===== src/sv/lcrc8_pkg.sv =====
package lcrc8_pkg;

  localparam int LENGTH_BITS = 16;

  localparam logic [7:0] CRC_POLY = 8'h07;
  localparam logic [7:0] CRC_TOP  = 8'h80;
  localparam logic [7:0] CH_CR    = 8'd13;
  localparam logic [7:0] CH_LF    = 8'd10;
  localparam int         TAIL_LEN = 3;
  localparam int         OUT_LEN_W = 16;

  localparam logic [LENGTH_BITS-1:0] COUNT_MAX = {LENGTH_BITS{1'b1}};
  localparam logic [LENGTH_BITS-1:0] COUNT_TAIL = LENGTH_BITS'(TAIL_LEN);

  typedef logic [LENGTH_BITS-1:0] count_t;

  typedef struct packed {
    logic                 frame_ok;
    logic                 too_short;
    logic                 check_unparsable;
    logic [7:0]           computed_crc;
    logic [7:0]           received_crc;
    logic [OUT_LEN_W-1:0] line_length;
  } result_t;

  function automatic logic [7:0] crc_byte(input logic [7:0] crc, input logic [7:0] b);
    logic [7:0] v;
    v = crc ^ b;
    for (int k = 0; k < 8; k++) begin
      if ((v & CRC_TOP) != 8'h00) begin
        v = {v[6:0], 1'b0} ^ CRC_POLY;
      end else begin
        v = {v[6:0], 1'b0};
      end
    end
    return v;
  endfunction

  // Bit 4 flags a valid hex digit, bits 3:0 carry its value.
  function automatic logic [4:0] hex_val(input logic [7:0] c);
    logic [4:0] r;
    r = 5'd0;
    if (c >= 8'h30 && c <= 8'h39) begin
      r = {1'b1, 4'(c - 8'h30)};
    end else if (c >= 8'h61 && c <= 8'h66) begin
      r = {1'b1, 4'(c - 8'h57)};
    end else if (c >= 8'h41 && c <= 8'h46) begin
      r = {1'b1, 4'(c - 8'h37)};
    end
    return r;
  endfunction

endpackage


===== src/sv/lcrc8_line.sv =====
module lcrc8_line
  import lcrc8_pkg::*;
(
  input  logic       clk,
  input  logic       rst_n,
  input  logic       step,
  input  logic [7:0] data_byte,
  output result_t    result
);

  logic [7:0] crc_r, crc_nxt;
  logic [7:0] tail_r [TAIL_LEN];
  logic [7:0] tail_nxt [TAIL_LEN];
  count_t     count_r, count_nxt;
  logic [4:0] hi_dig, lo_dig;
  logic [7:0] rx_val;

  always_comb begin
    crc_nxt   = crc_r;
    tail_nxt  = tail_r;
    count_nxt = count_r;
    if (step && data_byte != CH_CR) begin
      if (data_byte == CH_LF) begin
        crc_nxt   = 8'h00;
        count_nxt = '0;
        for (int i = 0; i < TAIL_LEN; i++) begin
          tail_nxt[i] = 8'h00;
        end
      end else begin
        if (count_r >= COUNT_TAIL) begin
          crc_nxt = crc_byte(crc_r, tail_r[0]);
        end
        for (int i = 0; i < TAIL_LEN - 1; i++) begin
          tail_nxt[i] = tail_r[i+1];
        end
        tail_nxt[TAIL_LEN-1] = data_byte;
        if (count_r != COUNT_MAX) begin
          count_nxt = count_r + 1'b1;
        end
      end
    end
  end

  always_ff @(posedge clk) begin
    if (!rst_n) begin
      crc_r   <= 8'h00;
      count_r <= '0;
      for (int i = 0; i < TAIL_LEN; i++) begin
        tail_r[i] <= 8'h00;
      end
    end else begin
      crc_r   <= crc_nxt;
      count_r <= count_nxt;
      tail_r  <= tail_nxt;
    end
  end

  assign hi_dig = hex_val(tail_r[TAIL_LEN-2]);
  assign lo_dig = hex_val(tail_r[TAIL_LEN-1]);
  assign rx_val = lo_dig[4] ? {hi_dig[3:0], lo_dig[3:0]} : {4'h0, hi_dig[3:0]};

  always_comb begin
    result                  = '0;
    result.computed_crc     = crc_r;
    result.line_length      = OUT_LEN_W'(count_r);
    if (count_r < COUNT_TAIL) begin
      result.too_short = 1'b1;
    end else if (!hi_dig[4]) begin
      result.check_unparsable = 1'b1;
    end else begin
      result.received_crc = rx_val;
      result.frame_ok     = (rx_val == crc_r);
    end
  end

endmodule


===== src/sv/line_crc8_frame_checker_core.sv =====
// Channel | Handshake            | Payload
// input   | in_valid / in_stall   | in_data_byte
// result  | out_valid / out_stall | out_frame_ok, out_too_short, out_check_unparsable,
//         |                       | out_computed_crc, out_received_crc, out_line_length
// Bytes are registered on acceptance and processed one per cycle unless a newline is held.
// A newline's result is registered in the output register when the newline is processed.
// Reset is synchronous and clears the line state and both valid flags.
// A stalled result holds the next newline in the input register; earlier bytes keep flowing.
module line_crc8_frame_checker_core
  import lcrc8_pkg::*;
(
  input  logic                 clk,
  input  logic                 rst_n,
  input  logic                 in_valid,
  output logic                 in_stall,
  input  logic [7:0]           in_data_byte,
  output logic                 out_valid,
  input  logic                 out_stall,
  output logic                 out_frame_ok,
  output logic                 out_too_short,
  output logic                 out_check_unparsable,
  output logic [7:0]           out_computed_crc,
  output logic [7:0]           out_received_crc,
  output logic [OUT_LEN_W-1:0] out_line_length
);

  logic       s1_valid_r, s1_valid_nxt;
  logic [7:0] s1_byte_r;
  logic       s1_go;
  logic       s1_lf;
  logic       out_free;
  logic       out_valid_r, out_valid_nxt;
  result_t    out_r;
  result_t    line_res;

  assign out_free = !out_valid_r || !out_stall;
  assign s1_lf    = (s1_byte_r == CH_LF);
  assign s1_go    = s1_valid_r && (!s1_lf || out_free);
  assign in_stall = s1_valid_r && !s1_go;

  lcrc8_line u_line (
    .clk       (clk),
    .rst_n     (rst_n),
    .step      (s1_go),
    .data_byte (s1_byte_r),
    .result    (line_res)
  );

  always_comb begin
    s1_valid_nxt = s1_valid_r;
    if (!in_stall) begin
      s1_valid_nxt = in_valid;
    end
    out_valid_nxt = out_valid_r;
    if (out_free) begin
      out_valid_nxt = s1_go && s1_lf;
    end
  end

  always_ff @(posedge clk) begin
    if (!rst_n) begin
      s1_valid_r  <= 1'b0;
      out_valid_r <= 1'b0;
    end else begin
      s1_valid_r  <= s1_valid_nxt;
      out_valid_r <= out_valid_nxt;
    end
  end

  always_ff @(posedge clk) begin
    if (in_valid && !in_stall) begin
      s1_byte_r <= in_data_byte;
    end
    if (s1_go && s1_lf) begin
      out_r <= line_res;
    end
  end

  assign out_valid            = out_valid_r;
  assign out_frame_ok         = out_r.frame_ok;
  assign out_too_short        = out_r.too_short;
  assign out_check_unparsable = out_r.check_unparsable;
  assign out_computed_crc     = out_r.computed_crc;
  assign out_received_crc     = out_r.received_crc;
  assign out_line_length      = out_r.line_length;

endmodule


===== config.mk =====
export PLATFORM = sky130hd
export DESIGN_NAME = line_crc8_frame_checker_core
export DESIGN_NICKNAME = d
export VERILOG_FILES = /design/src/sv/lcrc8_pkg.sv /design/src/sv/lcrc8_line.sv /design/src/sv/line_crc8_frame_checker_core.sv
export SDC_FILE = /design/constraint.sdc
export NUM_CORES = 1
export LEC_CHECK = 0
export BUFFER_PORTS_ARGS = -buffer_cell sky130_fd_sc_hd__buf_2
export CELL_PAD_IN_SITES_DETAIL_PLACEMENT = 1
export CELL_PAD_IN_SITES_GLOBAL_PLACEMENT = 2
export CORE_MARGIN = 2
export CORE_UTILIZATION = 38
export CTS_CLUSTER_SIZE = 28
export DETAILED_ROUTE_END_ITERATION = 6
export GPL_ROUTABILITY_DRIVEN = 1
export PLACE_DENSITY_LB_ADDON = 0.1
export SYNTH_ARGS = -nofsm -noshare
export SYNTH_HDL_FRONTEND = slang
export SYNTH_SLANG_ARGS = --single-unit
export TNS_END_PERCENT = 5

===== constraint.sdc =====
create_clock -name clk -period 4.1 [get_ports clk]
set_input_delay 0.82 -clock clk [delete_from_list [all_inputs] [get_ports clk]]
set_output_delay 0.82 -clock clk [all_outputs]
set_load 0.02 [all_outputs]

== After elaboration in Yosys (flattened, before gate mapping) ==
Cells that the tools add are included.

* Add/sub/neg operators: 7
* Magnitude comparators: 14
* Equality and inequality tests: 4
* Mux-type cells: 43
* Bitwise gates (word level): 10
* Reductions and logical operators: 23

{| class="wikitable"
|+ Operators with widths
! operator !! number
|-
| $mux 8 || 24
|-
| $ge 8x7->1 const B || 4
|-
| $le 8x7->1 const B || 4
|-
| $mux 16 || 2
|-
| $mux 5 || 6
|-
| $mux 24 || 1
|-
| $mux 3 || 8
|-
| $not 3->3 || 8
|-
| $add 16x1->16 const B || 1
|-
| $ge 16x2->1 const B || 1
|-
| $ge 8x6->1 const B || 2
|-
| $le 8x6->1 const B || 2
|-
| $lt 16x2->1 const B || 1
|-
| $ne 16x16->1 const B || 1
|-
| $sub 4x3->4 const B || 4
|-
| $logic_and 1x1->1 || 11
|-
| $eq 8x4->1 const B || 1
|-
| $eq 8x8->1 || 1
|-
| $ne 8x4->1 const B || 1
|-
| $sub 4x1->4 const B || 2
|-
| $xor 8x8->8 || 1
|-
| $logic_not 1->1 || 5
|-
| $reduce_and 2->1 || 2
|-
| $reduce_bool 2->1 || 2
|-
| other kinds (4) || 6
|}

* Register bits: 93
* Input port bits: 12
* Output and inout port bits: 37
* Logic and storage cells: 115

== Longest topological paths before layout ==
Gate-level depths: netlist of run 1.

* Depth in word-level cells: 40
* Gate-level depth with buffers: 10
* Depth with buffers taken out: 9

== Hierarchy ==
Synthesis of run 1 repeated with hierarchy kept, for this count alone.

* Cell total of the unflattened synthesis: 417
* Area, all modules: 4312.9 um^2

{| class="wikitable"
|+ By module, submodules not included
! module !! times used !! cells each !! area an instance (um^2) !! seq. area each (um^2)
|-
| lcrc8_line || 1 || 357 || 2870.3 || 960.9
|-
| line_crc8_frame_checker_core || 1 || 60 || 1442.6 || 1331.3
|}

== Least setup slack after synthesis of run 1 ==
No wires, ideal clock.

* Path type: reg-to-reg
* From: reg s1_byte_r[5]
* To: reg out_r (netlist bit out_check_unparsable), enable pin
* Setup time: 0.439 ns
* Arrival time: 2.879 ns
* Path slack: 0.782 ns
* Stages on the path, launching flop included: 5
* Buffers on the path: 0
* Cells stage by stage: edfxtp_1 > nor4_2 > and4_2 > nand2_1 > a21oi_1

* Longest elaborated chain between the ends: 5

{| class="wikitable"
|+ Ends and longest elaborated chain
! item !! RTL line !! text
|-
| start, declared || line_crc8_frame_checker_core.sv:28 || <nowiki>logic [7:0] s1_byte_r;</nowiki>
|-
| start signal, assigned || line_crc8_frame_checker_core.sv:72 || <nowiki>s1_byte_r <= in_data_byte;</nowiki>
|-
| $eq 8x4->1 (*) || line_crc8_frame_checker_core.sv:37 || <nowiki>assign s1_lf = (s1_byte_r == CH_LF);</nowiki>
|-
| $logic_not 1->1 || line_crc8_frame_checker_core.sv:38 || <nowiki>assign s1_go = s1_valid_r && (!s1_lf || out_free);</nowiki>
|-
| $logic_or 1x1->1 || line_crc8_frame_checker_core.sv:38 ||
|-
| $logic_and 1x1->1 || line_crc8_frame_checker_core.sv:38 ||
|-
| $logic_and 1x1->1 (*) || line_crc8_frame_checker_core.sv:74 || <nowiki>if (s1_go && s1_lf) begin</nowiki>
|-
| end signal, assigned || line_crc8_frame_checker_core.sv:75 || <nowiki>out_r <= line_res;</nowiki>
|-
| end, declared || line_crc8_frame_checker_core.sv:33 || <nowiki>result_t out_r;</nowiki>
|}

Every way passes the cells marked *; elsewhere a longest branch is shown, timed or not.
A chain may end at the register's enable or synchronous reset.

== Worst setup path in the final report of run 1 ==
* From: reg s1_byte_r[5]
* To: out in_stall

* Longest elaborated chain between the ends: 6

{| class="wikitable"
|+ Ends and longest elaborated chain
! item !! RTL line !! text
|-
| $eq 8x4->1 || line_crc8_frame_checker_core.sv:37 ||
|-
| $logic_not 1->1 || line_crc8_frame_checker_core.sv:38 ||
|-
| $logic_or 1x1->1 || line_crc8_frame_checker_core.sv:38 ||
|-
| $logic_and 1x1->1 || line_crc8_frame_checker_core.sv:38 ||
|-
| $logic_not 1->1 || line_crc8_frame_checker_core.sv:39 || <nowiki>assign in_stall = s1_valid_r && !s1_go;</nowiki>
|-
| $logic_and 1x1->1 || line_crc8_frame_checker_core.sv:39 ||
|-
| end, declared || line_crc8_frame_checker_core.sv:15 || <nowiki>output logic in_stall,</nowiki>
|}

Every way passes these cells.

==> qor.json, run 1 <==
{
  "logic_synthesis": {
    "edff_count_synth": 43,
    "synth.net_count": 435,
    "synth.distinct_cells": 67,
    "netlist_top_cells_count": "50 x sky130_fd_sc_hd__dfxtp_1, 47 x sky130_fd_sc_hd__nand2_1, 43 x sky130_fd_sc_hd__edfxtp_1, 37 x sky130_fd_sc_hd__nor2_1, 31 x sky130_fd_sc_hd__nand3_1",
    "synth_top_flop_cell": "sky130_fd_sc_hd__dfxtp_1",
    "synth-seq-area-share": 0.516,
    "synthDominantCellAreaShare": 0.291,
    "synth_warnings": 0,
    "syn-instance-count": 414,
    "synth_area_leader": "sky130_fd_sc_hd__edfxtp_1",
    "synth.avg_cell_area_sq_um": 10.7,
    "post_synth_instance_area_sq_um": 4440,
    "synth_most_common_cell": "sky130_fd_sc_hd__dfxtp_1",
    "async_flop_share": 0,
    "post_synthesis_register_bit_count": 93,
    "yosys-top-cells-area": "sky130_fd_sc_hd__edfxtp_1 29%, sky130_fd_sc_hd__dfxtp_1 23%, sky130_fd_sc_hd__a21boi_0 4.7%"
  },
  "timing": {
    "worst-slew-pin-transition_ns": 1.11,
    "final_min_period_over_clock_period": 0.718,
    "unrepaired_setup_endpoints_after_global_routing": "no",
    "relative_slew_slack": 0.256,
    "finalCriticalPeriod_ns": 2.94,
    "clock_skew_ns": 0.0105,
    "setup_tns_ns": 0,
    "timing.final.hold_violations": 0,
    "clock.fmax_mhz": 340,
    "maxSlewViolCount": 0,
    "setup_violations": 0
  },
  "final_layout": {
    "synthToLayoutAreaGrowth_pct": 15.4,
    "antenna-diode-count": 0,
    "numnets_final": 481,
    "layout.cell_area.non_filler_sq_um": 5120,
    "post_route_cells_drive_above_1_share": 0.191
  },
  "pwr": {
    "irDropWorstVdd_mv": 0.208,
    "p_comb_frac": 0.038,
    "cellLeakagePower_uw": 0.00186,
    "switchingPower_uw": 417,
    "share_clk_of_total_power": 0.439,
    "p_int_uw": 1490,
    "swShare": 0.218,
    "seq_power_share": 0.523,
    "power_per_cell_area_nw_per_um2": 373
  },
  "setup_path": {
    "cp-end-kind": "primary output",
    "worst_ep_arrival_time_ns": 2.12,
    "setup.worst_path.start_class": "flip-flop",
    "setup.reg_to_reg.worst_slack_ns": 1.42,
    "rr_worst_depth": 9,
    "worstSetupPathType": "reg2out",
    "cp_max_fo": 5,
    "worstReg2RegEnd": "out_frame_ok",
    "regToRegStartpoint": "u_line.tail_r[0]",
    "critical_path_required_ns": 3.28
  },
  "run": {
    "max_cap_viol_count": 0
  },
  "clocking": {
    "tritoncts_buffer_count": 9,
    "cts_htree_levels": 3,
    "clkSinkCount": 93,
    "cts_hold_buf": 0,
    "postCtsSetupRepairBufs": 0,
    "worstSkewPairLatency_ns": 0.35,
    "clkSlewWorstSetupHoldPaths_ns": 0.07,
    "root_buffer": "sky130_fd_sc_hd__clkbuf_16",
    "cts.path.max_buffers": 2,
    "tritoncts_clock_tree": "yes",
    "cts-resized-gates": 0
  },
  "drt": {
    "dr_pass1_iterations": 4,
    "drt_wl_total_microns": 10200,
    "avgViaCountPerCell": 5.25,
    "vias": 3192,
    "met3_wirelength_microns": 241,
    "drcViolationCount": 0,
    "post_dr_wirelength_cell_microns": 16.7,
    "drt.antenna.violating_nets": 0,
    "highest-signal-layer": "met4",
    "initialDrtViolationCount": 110,
    "wirelength_met1_microns": 5150,
    "detailroute.wirelength.met2_microns": 4570
  },
  "floorplanning": {
    "design.die.area_sq_um": 12600,
    "chipHeight_microns": 112,
    "initial_utilization": 0.389,
    "boundaryPins": 49,
    "die_w_microns": 112,
    "row_count": 39,
    "core_sq_um": 11400
  },
  "global_route": {
    "grt_max_degree": 38,
    "track_usage": 0.175,
    "grt_overflow_total": 0,
    "grt_first_pass_wirelength_microns": 17300,
    "first_global_vias": 3299,
    "antenna_found_initial": 0
  },
  "min_path": {
    "hold_start": "u_line.tail_r[16]",
    "min_to": "u_line.tail_r[16]",
    "min_delay_path_depth": 2,
    "class_of_the_tightest_hold_or_removal_check": "reg2reg"
  },
  "run_status": {
    "status": "finished clean"
  },
  "placed_design": {
    "io_buffer_count": 48,
    "hpwlAfterDp_microns": 7260,
    "postPlaceCellArea_sq_um": 4820,
    "globalplace.congestion": 0.767
  }
}
sequential cells by signal (all words and copies together), names as in the netlist, 8 cells and up:
register	cells
s1_byte_r	8
u_line.tail_r	24
u_line.crc_r	8
out_computed_crc	8
u_line.count_r	16
out_line_length	16
out_received_crc	8
through the flow:
stage	cells	power (uW)	util	worst slack [ns]	hold WS, ns
2_1_floorplan	414	1070	-	0.782	0.451
3_3_place_gp	592	1090	0.422	1.43	0.476
3_5_place_dp	592	1090	0.422	1.44	0.483
4_1_cts	608	1930	0.448	1.12	0.492
5_1_grt	608	1980	0.448	0.978	0.517
6_report	608	1910	0.448	1.16	0.488
layout by cell type (no fill, tap or decap), types with 3 or more instances in the layout:
master,instances
sky130_fd_sc_hd__nor3_1,4
sky130_fd_sc_hd__a22oi_1,5
sky130_fd_sc_hd__nand3_1,31
sky130_fd_sc_hd__nand3b_1,4
sky130_fd_sc_hd__buf_4,3
sky130_fd_sc_hd__dfxtp_1,50
sky130_fd_sc_hd__and3_1,3
sky130_fd_sc_hd__ha_1,9
sky130_fd_sc_hd__nor4_1,3
sky130_fd_sc_hd__inv_1,6
sky130_fd_sc_hd__o21ai_0,6
sky130_fd_sc_hd__nand2_1,47
sky130_fd_sc_hd__clkbuf_16,10
sky130_fd_sc_hd__nor2b_1,12
sky130_fd_sc_hd__buf_2,48
sky130_fd_sc_hd__xnor2_1,20
sky130_fd_sc_hd__a21boi_0,28
sky130_fd_sc_hd__nand4_1,5
sky130_fd_sc_hd__and4_1,3
sky130_fd_sc_hd__nor2_1,37
sky130_fd_sc_hd__nor4b_1,3
sky130_fd_sc_hd__a21oi_1,6
sky130_fd_sc_hd__xor2_1,17
sky130_fd_sc_hd__edfxtp_1,43
sky130_fd_sc_hd__mux2i_1,4
critical path: stages, from the launching register on:
cell and delay, ns:
sky130_fd_sc_hd__edfxtp_1 0.40, sky130_fd_sc_hd__nor4_2 0.39, sky130_fd_sc_hd__and4_2 0.41, sky130_fd_sc_hd__nand2_1 0.14, sky130_fd_sc_hd__nor2_1 0.22, sky130_fd_sc_hd__buf_2 0.21
how the worst max path moves through the flow:
stage / start / endpoint / slack (ns) / depth (start not counted)
after floorplan: s1_byte_r[5] / out_check_unparsable / 0.78 / 4
after global placement: u_line.tail_r[0] / out_frame_ok / 1.43 / 9
after detailed placement: u_line.tail_r[0] / out_frame_ok / 1.44 / 9
after CTS: s1_byte_r[5] / in_stall / 1.12 / 5
after global routing: s1_byte_r[5] / in_stall / 0.98 / 5
final: s1_byte_r[5] / in_stall / 1.16 / 5
kinds of logic (layout without fill, tap and decap cells):
logic type,count (synthesis),in the layout,share of synthesized area
AND/OR/NAND/NOR,169,169,0.207
flip-flops,93,93,0.516
AO/OA/AOI/OAI,76,76,0.131
XOR/XNOR,41,41,0.0891
buffers and inverters,22,73,0.0220
adder cells (fa/ha/maj),9,9,0.0254
multiplexers,4,4,0.00902
cell type report:
type	instances	area (sq um)
Inverter	6	22.5
Clock inverter	2	16.3
Sequential cell	93	2290
Tap cell	143	179
Multi-Input combinational cell	299	2060
Fill cell	1297	6300
Timing Repair Buffer	51	263
Clock buffer	14	285
layer usage:
metal | track usage | vias to the layer above
li1 | - | 1582
met1 | 0.244 | 1561
met2 | 0.269 | 39
met3 | 0.0292 | 10
met4 | 0.0756 | 0
met5 | 0 | -
power groups by stage:
stage | sequential [uW] | combinational [uW] | clock, uW
2_1_floorplan | 1010 | 57.6 | 0
4_1_cts | 999 | 74.0 | 855
3_3_place_gp | 1020 | 72.5 | 0
6_report | 998 | 72.7 | 838
5_1_grt | 1000 | 81.9 | 900
3_5_place_dp | 1020 | 73.5 | 0
(Power assumes the default switching activity.)
==> run 2, diff against run 1 <==
--- a/config.mk
+++ b/config.mk
@@ -5,11 +5,12 @@
 export SDC_FILE = /design/constraint.sdc
 export NUM_CORES = 1
 export LEC_CHECK = 0
+export ABC_AREA = 1
 export BUFFER_PORTS_ARGS = -buffer_cell sky130_fd_sc_hd__buf_2
 export CELL_PAD_IN_SITES_DETAIL_PLACEMENT = 1
 export CELL_PAD_IN_SITES_GLOBAL_PLACEMENT = 2
 export CORE_MARGIN = 2
-export CORE_UTILIZATION = 38
+export CORE_UTILIZATION = 32
 export CTS_CLUSTER_SIZE = 28
 export DETAILED_ROUTE_END_ITERATION = 6
 export GPL_ROUTABILITY_DRIVEN = 1
==> constraint.sdc (replaced) <==
create_clock -name clk -period 2.7 [get_ports clk]
set_input_delay 0.54 -clock clk [delete_from_list [all_inputs] [get_ports clk]]
set_output_delay 0.54 -clock clk [all_outputs]
set_load 0.02 [all_outputs]
==> qor.json, run 2 <==
{
  "pwr": {
    "p_int": {"value": 2270, "unit": "uW", "change": "+52%"},
    "swShare": {"value": 0.235, "change": "+0.0168"},
    "switchingPower": {"value": 698, "unit": "uW", "change": "+67%"},
    "irDropWorstVdd": {"value": 0.274, "unit": "mV", "change": "+31%"},
    "power_per_cell_area": {"value": 572, "unit": "nW/um^2", "change": "+53%"},
    "power.total": {"value": 2970, "unit": "uW", "change": "+55%"},
    "share_clk_of_total_power": {"value": 0.423, "change": "-0.016"},
    "seq_power_share": {"value": 0.515, "change": "-0.008"},
    "p_comb_frac": {"value": 0.062, "change": "+0.024"},
    "cellLeakagePower": {"value": 0.00204, "unit": "uW", "change": "+10%"}
  },
  "global_route": {
    "antenna_found_initial": {"value": 0, "change": "unchanged"},
    "globalRouteMet3Util": {"value": 0.0270, "change": "-0.00221"},
    "grt-busiest-layer": "met2",
    "grt_overflow_total": {"value": 0, "change": "unchanged"},
    "track_usage": {"value": 0.156, "change": "-0.0183"},
    "grt_first_pass_wirelength": {"value": 17900, "unit": "microns", "change": "+3.3%"},
    "globalRouteMet2Util": {"value": 0.241, "change": "-0.0285"},
    "grt_max_degree": {"value": 38, "change": "unchanged"},
    "first_global_vias": {"value": 3431, "change": "+4.0%"},
    "grt_util_met1": {"value": 0.219, "change": "-0.0248"}
  },
  "floorplanning": {
    "chipHeight": {"value": 122, "unit": "microns", "change": "+9.1%"},
    "core": {"value": 13800, "unit": "sq um", "change": "+21%"},
    "row_count": {"value": 43, "change": "+10%"},
    "initial_utilization": {"value": 0.325, "change": "-0.0639"},
    "die_w": {"value": 122, "unit": "microns", "change": "+9.1%"},
    "design.die.area": {"value": 14900, "unit": "sq um", "change": "+19%"},
    "boundaryPins": {"value": 49, "change": "unchanged"}
  },
  "setup_path": {
    "cp-end-kind": "flip-flop",
    "worstSetupPathType": "reg2reg",
    "worst_ep_arrival_time": {"value": 2.44, "unit": "ns", "change": "+0.32 ns"},
    "setup.worst_path.start_class": "flip-flop",
    "cp_max_fo": {"value": 11, "change": "+6"},
    "critical_path_required": {"value": 2.80, "unit": "ns", "change": "-0.48 ns"}
  },
  "logic_synthesis": {
    "post_synthesis_register_bit_count": {"value": 93, "change": "unchanged"},
    "synth.net_count": {"value": 533, "change": "+23%"},
    "synth_most_common_cell": "sky130_fd_sc_hd__nand2_1",
    "synth_top_flop_cell": "sky130_fd_sc_hd__dfxtp_1",
    "syn-instance-count": {"value": 512, "change": "+24%"},
    "synth.distinct_cells": {"value": 41, "change": "-39%"},
    "async_flop_share": {"value": 0, "change": "unchanged"},
    "synth_area_leader": "sky130_fd_sc_hd__edfxtp_1",
    "netlist_top_cells_count": "111 x sky130_fd_sc_hd__nand2_1, 51 x sky130_fd_sc_hd__a21oi_1, 50 x sky130_fd_sc_hd__dfxtp_1, 49 x sky130_fd_sc_hd__inv_1, 46 x sky130_fd_sc_hd__nor2_1",
    "edff_count_synth": {"value": 43, "change": "unchanged"},
    "synthDominantCellAreaShare": {"value": 0.289, "change": "-0.00228"},
    "yosys-top-cells-area": "sky130_fd_sc_hd__edfxtp_1 29%, sky130_fd_sc_hd__dfxtp_1 22%, sky130_fd_sc_hd__nand2_1 9.3%",
    "synth-seq-area-share": {"value": 0.512, "change": "-0.00405"},
    "post_synth_instance_area": {"value": 4470, "unit": "sq um", "change": "+0.79%"},
    "synth.avg_cell_area": {"value": 8.74, "unit": "sq um", "change": "-19%"},
    "synth_warnings": {"value": 0, "change": "unchanged"}
  },
  "clocking": {
    "cts-resized-gates": {"value": 0, "change": "unchanged"},
    "clkSinkCount": {"value": 93, "change": "unchanged"},
    "tritoncts_clock_tree": "yes",
    "cts_hold_buf": {"value": 0, "change": "unchanged"},
    "clkSlewWorstSetupHoldPaths": {"value": 0.07, "unit": "ns", "change": "about the same"},
    "cts.path.max_buffers": {"value": 2, "change": "unchanged"},
    "tritoncts_buffer_count": {"value": 9, "change": "unchanged"},
    "cts_htree_levels": {"value": 3, "change": "unchanged"},
    "root_buffer": "sky130_fd_sc_hd__clkbuf_16",
    "worstSkewPairLatency": {"value": 0.34, "unit": "ns", "change": "about the same"},
    "postCtsSetupRepairBufs": {"value": 0, "change": "unchanged"}
  },
  "run_status": {
    "status": "finished clean"
  },
  "final_layout": {
    "top_register": "u_line.tail_r",
    "antenna-diode-count": {"value": 0, "change": "unchanged"},
    "numnets_final": {"value": 584, "change": "+21%"},
    "fillCellCount": {"value": 1668, "change": "+29%"},
    "post_route_cells_drive_above_1_share": {"value": 0.164, "change": "-0.0277"},
    "most-common-layout-cells": "110 x sky130_fd_sc_hd__nand2_1, 51 x sky130_fd_sc_hd__a21oi_1, 50 x sky130_fd_sc_hd__dfxtp_1, 49 x sky130_fd_sc_hd__inv_1, 48 x sky130_fd_sc_hd__buf_2",
    "synthToLayoutAreaGrowth_pct": 16.0,
    "layout.cells.most_common": "sky130_fd_sc_hd__nand2_1",
    "layout.cell_area.non_filler": {"value": 5190, "unit": "sq um", "change": "+1.3%"},
    "largest_register_ff_count": {"value": 24, "change": "unchanged"}
  },
  "drt": {
    "drt.antenna.violating_nets": {"value": 0, "change": "unchanged"},
    "post_dr_wirelength_cell": {"value": 14.7, "unit": "microns", "change": "-12%"},
    "vias": {"value": 3494, "change": "+9.5%"},
    "drcViolationCount": {"value": 0, "change": "unchanged"},
    "initialDrtViolationCount": {"value": 153, "change": "+39%"},
    "avgViaCountPerCell": {"value": 4.67, "change": "-11%"},
    "drt_wl_total": {"value": 11000, "unit": "microns", "change": "+8.0%"},
    "dr_pass1_iterations": {"value": 4, "change": "unchanged"}
  },
  "timing": {
    "clock_skew": {"value": 0.00670, "unit": "ns", "change": "-0.00382 ns"},
    "relative_slew_slack": {"value": 0.538, "change": "+0.282"},
    "layout_setup_ws": {"value": 0.362, "unit": "ns", "change": "-0.796 ns"},
    "setup_violations": {"value": 0, "change": "unchanged"},
    "final_min_period_over_clock_period": 0.866,
    "setup_tns": {"value": 0, "unit": "ns", "change": "unchanged"},
    "finalCriticalPeriod_ns": 2.34,
    "unrepaired_setup_endpoints_after_global_routing": "no",
    "maxSlewViolCount": {"value": 0, "change": "unchanged"},
    "timing.final.hold_violations": {"value": 0, "change": "unchanged"},
    "clock.fmax_mhz": 428,
    "worst-slew-pin-transition": {"value": 0.692, "unit": "ns", "change": "-0.417 ns"}
  },
  "min_path": {
    "class_of_the_tightest_hold_or_removal_check": "in2reg"
  },
  "placed_design": {
    "hpwlAfterDp": {"value": 8120, "unit": "microns", "change": "+12%"},
    "detailedPlace.worstSlack": {"value": 0.257, "unit": "ns", "change": "-1.18 ns"},
    "globalplace.congestion": {"value": 0.785, "change": "+2.3%"},
    "io_buffer_count": {"value": 48, "change": "unchanged"},
    "postPlaceCellArea": {"value": 4890, "unit": "sq um", "change": "+1.6%"}
  },
  "run": {
    "max_cap_viol_count": {"value": 0, "change": "unchanged"}
  }
}
run 2: stage by stage:
| step | cells | util | hold WS [ns] |
|---|---|---|---|
| 2_1_floorplan | 512 | - | 0.430 |
| 3_3_place_gp | 732 | 0.355 | 0.456 |
| 3_5_place_dp | 732 | 0.355 | 0.448 |
| 4_1_cts | 748 | 0.376 | 0.354 |
| 5_1_grt | 748 | 0.377 | 0.356 |
| 6_report | 748 | 0.377 | 0.366 |
run 2: path summary, 6_finish.rpt:
check | start | endpoint | slack [ns] | depth (start not counted)
max | u_line.tail_r[0] | out_frame_ok | 0.36 | 12
min | in_data_byte[4] | s1_byte_r[4] | 0.37 | 1
max reg2reg | u_line.tail_r[0] | out_frame_ok | 0.36 | 12
min reg2reg | u_line.count_r[15] | out_line_length[15] | 0.46 | 0
run 2: cell families after synthesis:
| logic type | count (synthesis) | share of synthesized area |
|---|---|---|
| xor gates and xnor gates | 26 | 0.0526 |
| adders and majority gates | 9 | 0.0252 |
| and+or+nand+nor | 236 | 0.248 |
| buffers and inverters | 66 | 0.0621 |
| DFF | 93 | 0.512 |
| AOI/OAI and AO/OA | 82 | 0.0996 |
run 2: final cells by class:
| cell class | instances | area, sq um | share of cell area |
|---|---|---|---|
| Clock buffer | 9 | 225 | 0.0434 |
| Inverter | 55 | 211 | 0.0408 |
| Timing Repair Buffer | 51 | 263 | 0.0507 |
| Multi-Input combinational cell | 353 | 1910 | 0.367 |
| Sequential cell | 93 | 2290 | 0.442 |
| Clock inverter | 7 | 65.1 | 0.0125 |
| Tap cell | 180 | 225 | 0.0434 |
run 2: critical path, stage by stage (launching register included):
cell	delay (ns)
sky130_fd_sc_hd__dfxtp_1	0.47
sky130_fd_sc_hd__inv_1	0.15
sky130_fd_sc_hd__ha_1	0.24
sky130_fd_sc_hd__o21ai_1	0.17
sky130_fd_sc_hd__nand2_1	0.07
sky130_fd_sc_hd__nand2b_1	0.17
sky130_fd_sc_hd__nand2_2	0.20
sky130_fd_sc_hd__inv_1	0.17
sky130_fd_sc_hd__nand3_1	0.13
sky130_fd_sc_hd__a21oi_1	0.15
sky130_fd_sc_hd__nor2_1	0.07
sky130_fd_sc_hd__nand2_1	0.07
sky130_fd_sc_hd__nor2_1	0.04
run 2: power by group through the flow:
stage / logic, uW / registers [uW] / clock network (uW)
after floorplan: 142 / 1550 / 0
after global placement: 183 / 1560 / 0
after detailed placement: 187 / 1560 / 0
after CTS: 188 / 1530 / 1290
after global routing: 213 / 1530 / 1340
final: 184 / 1530 / 1260
run 2: routing by layer:
metal,vias to the layer above,share of wire
met5,-,0
met4,0,0.017
met3,11,0.026
met2,48,0.44
met1,1632,0.51
li1,1803,-
